--- config.mk ---
export PLATFORM = sky130hd
export DESIGN_NAME = shtm_div
export DESIGN_NICKNAME = d
export VERILOG_FILES = /design/src/rtl/shtm_pkg.sv /design/src/rtl/shtm_div.sv
export SDC_FILE = /design/constraint.sdc
export NUM_CORES = 1
export LEC_CHECK = 0
export BUFFER_PORTS_ARGS = -buffer_cell sky130_fd_sc_hd__buf_2
export CAP_MARGIN = 20
export CORE_MARGIN = 2
export CORE_UTILIZATION = 70
export CTS_CLUSTER_SIZE = 25
export DETAILED_ROUTE_END_ITERATION = 16
export GPL_TIMING_DRIVEN = 0
export PLACE_DENSITY = 0.89
export SETUP_SLACK_MARGIN = 0.02
export SKIP_CTS_REPAIR_TIMING = 1
export SLEW_MARGIN = 25
export SYNTH_ARGS = -nofsm -noshare
export SYNTH_HDL_FRONTEND = slang
export SYNTH_SLANG_ARGS = --single-unit
--- constraint.sdc ---
create_clock -name clk -period 10.1 [get_ports clk]
set_input_delay 1.01 -clock clk [delete_from_list [all_inputs] [get_ports clk]]
set_output_delay 1.01 -clock clk [all_outputs]
set_load 0.01 [all_outputs]
--- src/rtl/shtm_pkg.sv ---
// Shared types, codes and constants of the subnet host traffic meter.
// No dependencies.
package shtm_pkg;

	localparam int HOSTS            = 256;
	localparam int HOST_W           = $clog2(HOSTS);
	localparam int INTERVAL_SECONDS = 5;

	localparam int DIV_SHIFT = 32 + $clog2(INTERVAL_SECONDS);
	localparam logic [65:0] DIV_NUM =
		(66'd1 << DIV_SHIFT) + 66'(INTERVAL_SECONDS - 1);
	localparam logic [32:0] DIV_MAGIC = 33'(DIV_NUM / 66'(INTERVAL_SECONDS));

	localparam logic [1:0] OP_PACKET  = 2'd0;
	localparam logic [1:0] OP_TICK    = 2'd1;
	localparam logic [1:0] OP_OFFLINE = 2'd2;
	localparam logic [1:0] OP_QUERY   = 2'd3;

	localparam logic [1:0] CNT_NONE = 2'd0;
	localparam logic [1:0] CNT_SRC  = 2'd1;
	localparam logic [1:0] CNT_DST  = 2'd2;

	localparam logic [1:0] REG_PREFIX  = 2'd0;
	localparam logic [1:0] REG_GATEWAY = 2'd1;
	localparam logic [1:0] REG_IDLE    = 2'd2;

	localparam logic [15:0] IPV4_TYPE = 16'h0800;
	localparam logic [HOST_W-1:0] FIRST_AGED = HOST_W'(2);
	localparam logic [HOST_W-1:0] LAST_AGED  = HOST_W'(254);

	localparam logic [23:0] PREFIX_RST  = 24'hC0A828;
	localparam logic [7:0]  GATEWAY_RST = 8'd1;
	localparam logic [4:0]  IDLE_RST    = 5'd20;

	typedef struct packed {
		logic [31:0] src_delta;
		logic [31:0] dst_delta;
		logic [31:0] src_rate;
		logic [31:0] dst_rate;
		logic [4:0]  age;
	} entry_t;

	typedef struct packed {
		logic              en;
		logic [HOST_W-1:0] addr;
		entry_t            data;
	} mem_wr_t;

endpackage

--- src/rtl/shtm_div.sv ---
// Constant divider by the interval length via reciprocal multiply, one register.
// Depends on shtm_pkg.
module shtm_div (
	input  logic        clk,
	input  logic [31:0] x,
	output logic [31:0] q
);

	logic [64:0] prod;

	assign prod = 65'(x) * 65'(shtm_pkg::DIV_MAGIC);

	always_ff @(posedge clk) begin
		q <= 32'(prod >> shtm_pkg::DIV_SHIFT);
	end

endmodule

# Word level (Yosys, flattened, before mapping)
# Cells that the tools add are included.
[op_classes]
multipliers = 1
[op_table]
columns = ["cell", "n"]
rows = [
  ["32-bit by 32-bit multiplier with 64-bit output, second input constant", 1],
]
[totals]
out_inout_bits = 32
input_bits = 33
register_bits = 30
wordCells = 2

# Logic depth before layout (Yosys ltp)
[logic_depth]
ltp_word = 1
ltp_mapped = 24
depth_no_buf = 23

# Worst setup path before layout
# OpenSTA, ideal clock, no wires.
[synth_timing]
kind = "input to register"
startpoint = "input port x[20]"
endpoint = "register q[27]"
arrival_ns = 6.810
setup_time_ns = 0.120
slack_ns = 3.170
path_stages = 23
required_time_ns = 9.980
path_buffers = 0
cell_sequence = "ha_1 inv_1 fa_1 inv_1 fa_1 inv_1 fa_1 inv_1 fa_1 fa_1 fa_1 inv_1 fa_1 inv_1 ha_1 and3_1 nor3b_1 nand3_1 o211ai_1 a211oi_2 o31ai_2 a41oi_1 xnor2_1"
[synth_between]
elab_chain_len = 1
[synth_rtl]
columns = ["item", "line_no", "rtl"]
rows = [
  ["start: declaration", "shtm_div.sv:5", "input logic [31:0] x,"],
  ["32-bit by 32-bit multiplier with 64-bit output", "shtm_div.sv:11", "assign prod = 65'(x) * 65'(shtm_pkg::DIV_MAGIC);"],
  ["net prod[62]", "shtm_div.sv:9", "logic [64:0] prod;"],
  ["end signal: assignment", "shtm_div.sv:14", "q <= 32'(prod >> shtm_pkg::DIV_SHIFT);"],
  ["end: declaration", "shtm_div.sv:6", "output logic [31:0] q"],
]
# The timed path passes the listed nets, and every way through them passes these cells.

# Worst setup path after layout
[layout_timing]
startpoint = "input port x[9]"
endpoint = "register q[27]"
# The elaborated chain is that of the path after synthesis.

==> results.txt <==
The busiest layer in global routing is met2. TritonCTS built the clock tree. After synthesis, the share of flip-flops with an asynchronous set or reset is 0%. The count of input and output buffers came out at 62. The number of DRC violations after detailed routing came out at 0. The ratio of cells with drive above 1 in the final layout is 4.80%. Dividing the detail-routed via count by the number of cells gives 5.95.

In this run the deepest clock path goes through 2 buffers. The count of different cell masters after synthesis came out at 59. The final wirelength is about 50,000 um. The data arrival at the endpoint of the critical path came out at ~8.3 ns. The sum of negative setup slack came out at 0 ns. The first global-routing pass estimated about 80,000 um of wire. The average detailed-routed wire length per instance came out at between 20 and 25 um. The global-route total usage across every layer came out at around 40%. The most used flip-flop cell after synthesis is dfxtp_1. The weighted congestion reported at the end of routability-driven placement is 1.01.

The most critical setup path has its startpoint at x[9]. The global-route met2 utilization came out at 69.0%. The relative area change from synthesis to final layout is 4.90%.

The classification of the worst-slack hold path is input port to register. The total global routing overflow came out at 0. The worst setup path is launched from an input port.

The final route contains 13,000 vias. The post-synth design cell area is approximately 18,000 um^2. The Yosys step of the flow raised 0 warnings. In the final layout, the registers with the most flip-flops are q x30. For the pin with the worst max-slew slack, the measured transition is 0.813 ns.

The overall die area is 26,500 um^2. The number of antenna diodes in the final layout is 0. The number of endpoints with negative hold slack in the final report is 0. The number of antenna violations at the first check in global routing came out at 0. The number of max-slew violations in the final report was 0. The row count came out at 58. The largest net degree at the start of global routing came out at 11.

Synthesis inferred 30 register bits. The boundary pin count came out at 65. The number of DRC markers in iteration 0 is a little over 900. The HPWL after detailed placement is approximately 45,000 um.

The effective utilization at floorplan is between 70% and 80%. Data on the critical path is required at its endpoint by slightly above 10 ns. The detail route stage leaves a number of antenna-violating nets equal to 0. Counting flops per register, the top entry is q. The met3 track demand over resource came out at under 10%. The routing usage on met1 came out at between 40% and 50%.

Along the worst path, the maximum fanout reaches 6. The library cells used most frequently in the layout, excluding fill and tap cells, are inv_1 (542), fa_1 (386), ha_1 (346), nand2_1 (67), a21oi_1 (66). The count of mapped cells out of synthesis came out at between 1,500 and 2,000. The first-pass detailed-route iteration total is 7.

Clock tree synthesis selected as its root buffer the cell clkbuf_16. The worst path uses around 80% of the clock period. The clock transition at the registers of the reported paths is 0.04 ns. Along the worst hold path, the cell count comes to 5. The deepest level of the CTS H-tree is 2. The number of nets in the layout is between 2,000 and 3,000.

In this run the most critical hold path is launched from x[30]. After synthesis, the mean cell area works out to 9.89 um^2. The register with the most flip-flops in the layout has 30 of them. Setup repair after global routing left no endpoint under its margin. Summing the sequential cell areas from Yosys gives under 10% of the chip area. The endpoint type of the worst setup path is a register. The max-capacitance violation count is 0. The core area is ~25,000 um^2.

The number of enable-type register cells in the synthesized netlist is 0. The top achievable clock speed is between 100 and 150 MHz. The TritonCTS buffer count came out at 5. Setup violations remaining at the end of the flow were counted as 0. The number of global-route vias before repair is 14,900. The run finished with clean final reports. The height of the die is around 160 um. The worst relative slew slack is approximately 46%. The type of the worst setup path is input port to register. The horizontal extent of the die is ~160 um. Subtracting the final worst setup slack from the clock period gives just over 8 ns.

The library cell used most frequently in the layout, excluding fill and tap cells, is inv_1. The number of clock sinks came out at 30.
[worst paths after layout]
check                 slack (ns)       endpoint
worst max-delay path        1.98  q[27]$_DFF_P_
worst min-delay path        1.60  q[29]$_DFF_P_
[through the flow]
step / area (um^2) / setup slack [ns] / std cells / hold WS, ns / util [%]
CTS: 18500 / 2.21 / 2185 / 1.58 / 74.2
finish: 18500 / 1.98 / 2185 / 1.60 / 74.2
global route: 18500 / 1.79 / 2185 / 1.62 / 74.2
floorplan: 17700 / 3.17 / 1787 / 1.31 / -
detailed placement: 18400 / 1.96 / 2179 / 1.40 / 73.6
global placement: 18400 / 1.97 / 2179 / 1.40 / 73.6
[cells by family after synthesis]
| kind of cell | Yosys count | share of synthesized area, % |
|---|---|---|
| buffers and inverters | 565 | 12.1 |
| multiplexers | 1 | 0.0567 |
| flip-flops | 30 | 3.40 |
| AO/OA/AOI/OAI | 200 | 7.40 |
| adder cells (fa/ha/maj) | 732 | 68.3 |
| other | 1 | 0.0212 |
| AND/OR/NAND/NOR | 180 | 4.90 |
| XOR/XNOR | 77 | 3.82 |
[area by class of cell]
class                   count  area (um^2)
clock buffers               6          139
plain buffers              23          106
repair buffers             62          310
flip-flops and latches     30          601
inverters                 542         2030
well taps                 330          413
fillers                  1726         6440
multi-input cells        1192        14900
[critical path, stage by stage]
cell,delay (ns)
buf_2,0.20
ha_1,0.55
inv_1,0.22
fa_1,0.58
inv_1,0.06
fa_1,0.52
inv_1,0.06
fa_1,0.50
inv_1,0.06
fa_1,0.55
fa_1,0.44
fa_1,0.44
fa_1,0.64
ha_1,0.44
nand4_1,0.24
nor3b_1,0.35
nand3_1,0.13
o211ai_1,0.24
a211oi_2,0.12
o31ai_2,0.54
a41oi_1,0.22
xnor2_1,0.17
[synth_stat cells, types with 2 or more instances]
| library cell | instances | area (um^2) |
|---|---|---|
| xor2_1 | 43 | 377 |
| a31oi_1 | 13 | 81.3 |
| a2111oi_0 | 2 | 17.5 |
| dfxtp_1 | 30 | 601 |
| nand2_1 | 67 | 251 |
| and3_1 | 7 | 43.8 |
| a311oi_1 | 2 | 17.5 |
| o21bai_1 | 10 | 75.1 |
| o211ai_1 | 5 | 37.5 |
| fa_1 | 386 | 7730 |
| clkbuf_1 | 18 | 67.6 |
| nand2b_1 | 5 | 31.3 |
| inv_1 | 542 | 2030 |
| a21boi_0 | 2 | 15.0 |
| o22ai_1 | 2 | 12.5 |
| nand4_1 | 16 | 100 |
| a211oi_1 | 7 | 52.6 |
| a21o_1 | 31 | 233 |
| nor4_1 | 5 | 31.3 |
| nor2b_1 | 4 | 25.0 |
| o21a_1 | 3 | 22.5 |
| a22oi_1 | 2 | 15.0 |
| ha_1 | 346 | 4330 |
| a41oi_1 | 5 | 43.8 |
| nand3_1 | 15 | 75.1 |
| nor2_1 | 29 | 109 |
| xnor2_1 | 34 | 298 |
| o21ai_0 | 34 | 170 |
| a21oi_1 | 66 | 330 |
| and2_1 | 10 | 62.6 |
| nor3_1 | 13 | 65.1 |
| or3_1 | 2 | 12.5 |
| buf_4 | 3 | 22.5 |
| a21oi_2 | 2 | 17.5 |
[per-layer routing]
| metal | wire, um | part of all wire, % |
|---|---|---|
| met5 | 0 | 0 |
| met4 | 5590 | 11 |
| met3 | 3290 | 6.6 |
| met2 | 24100 | 48 |
| met1 | 16900 | 34 |
Power is left out: the tool's default activity adds up to more than one toggle a clock period on the data nets, which glitch-free logic cannot reach.
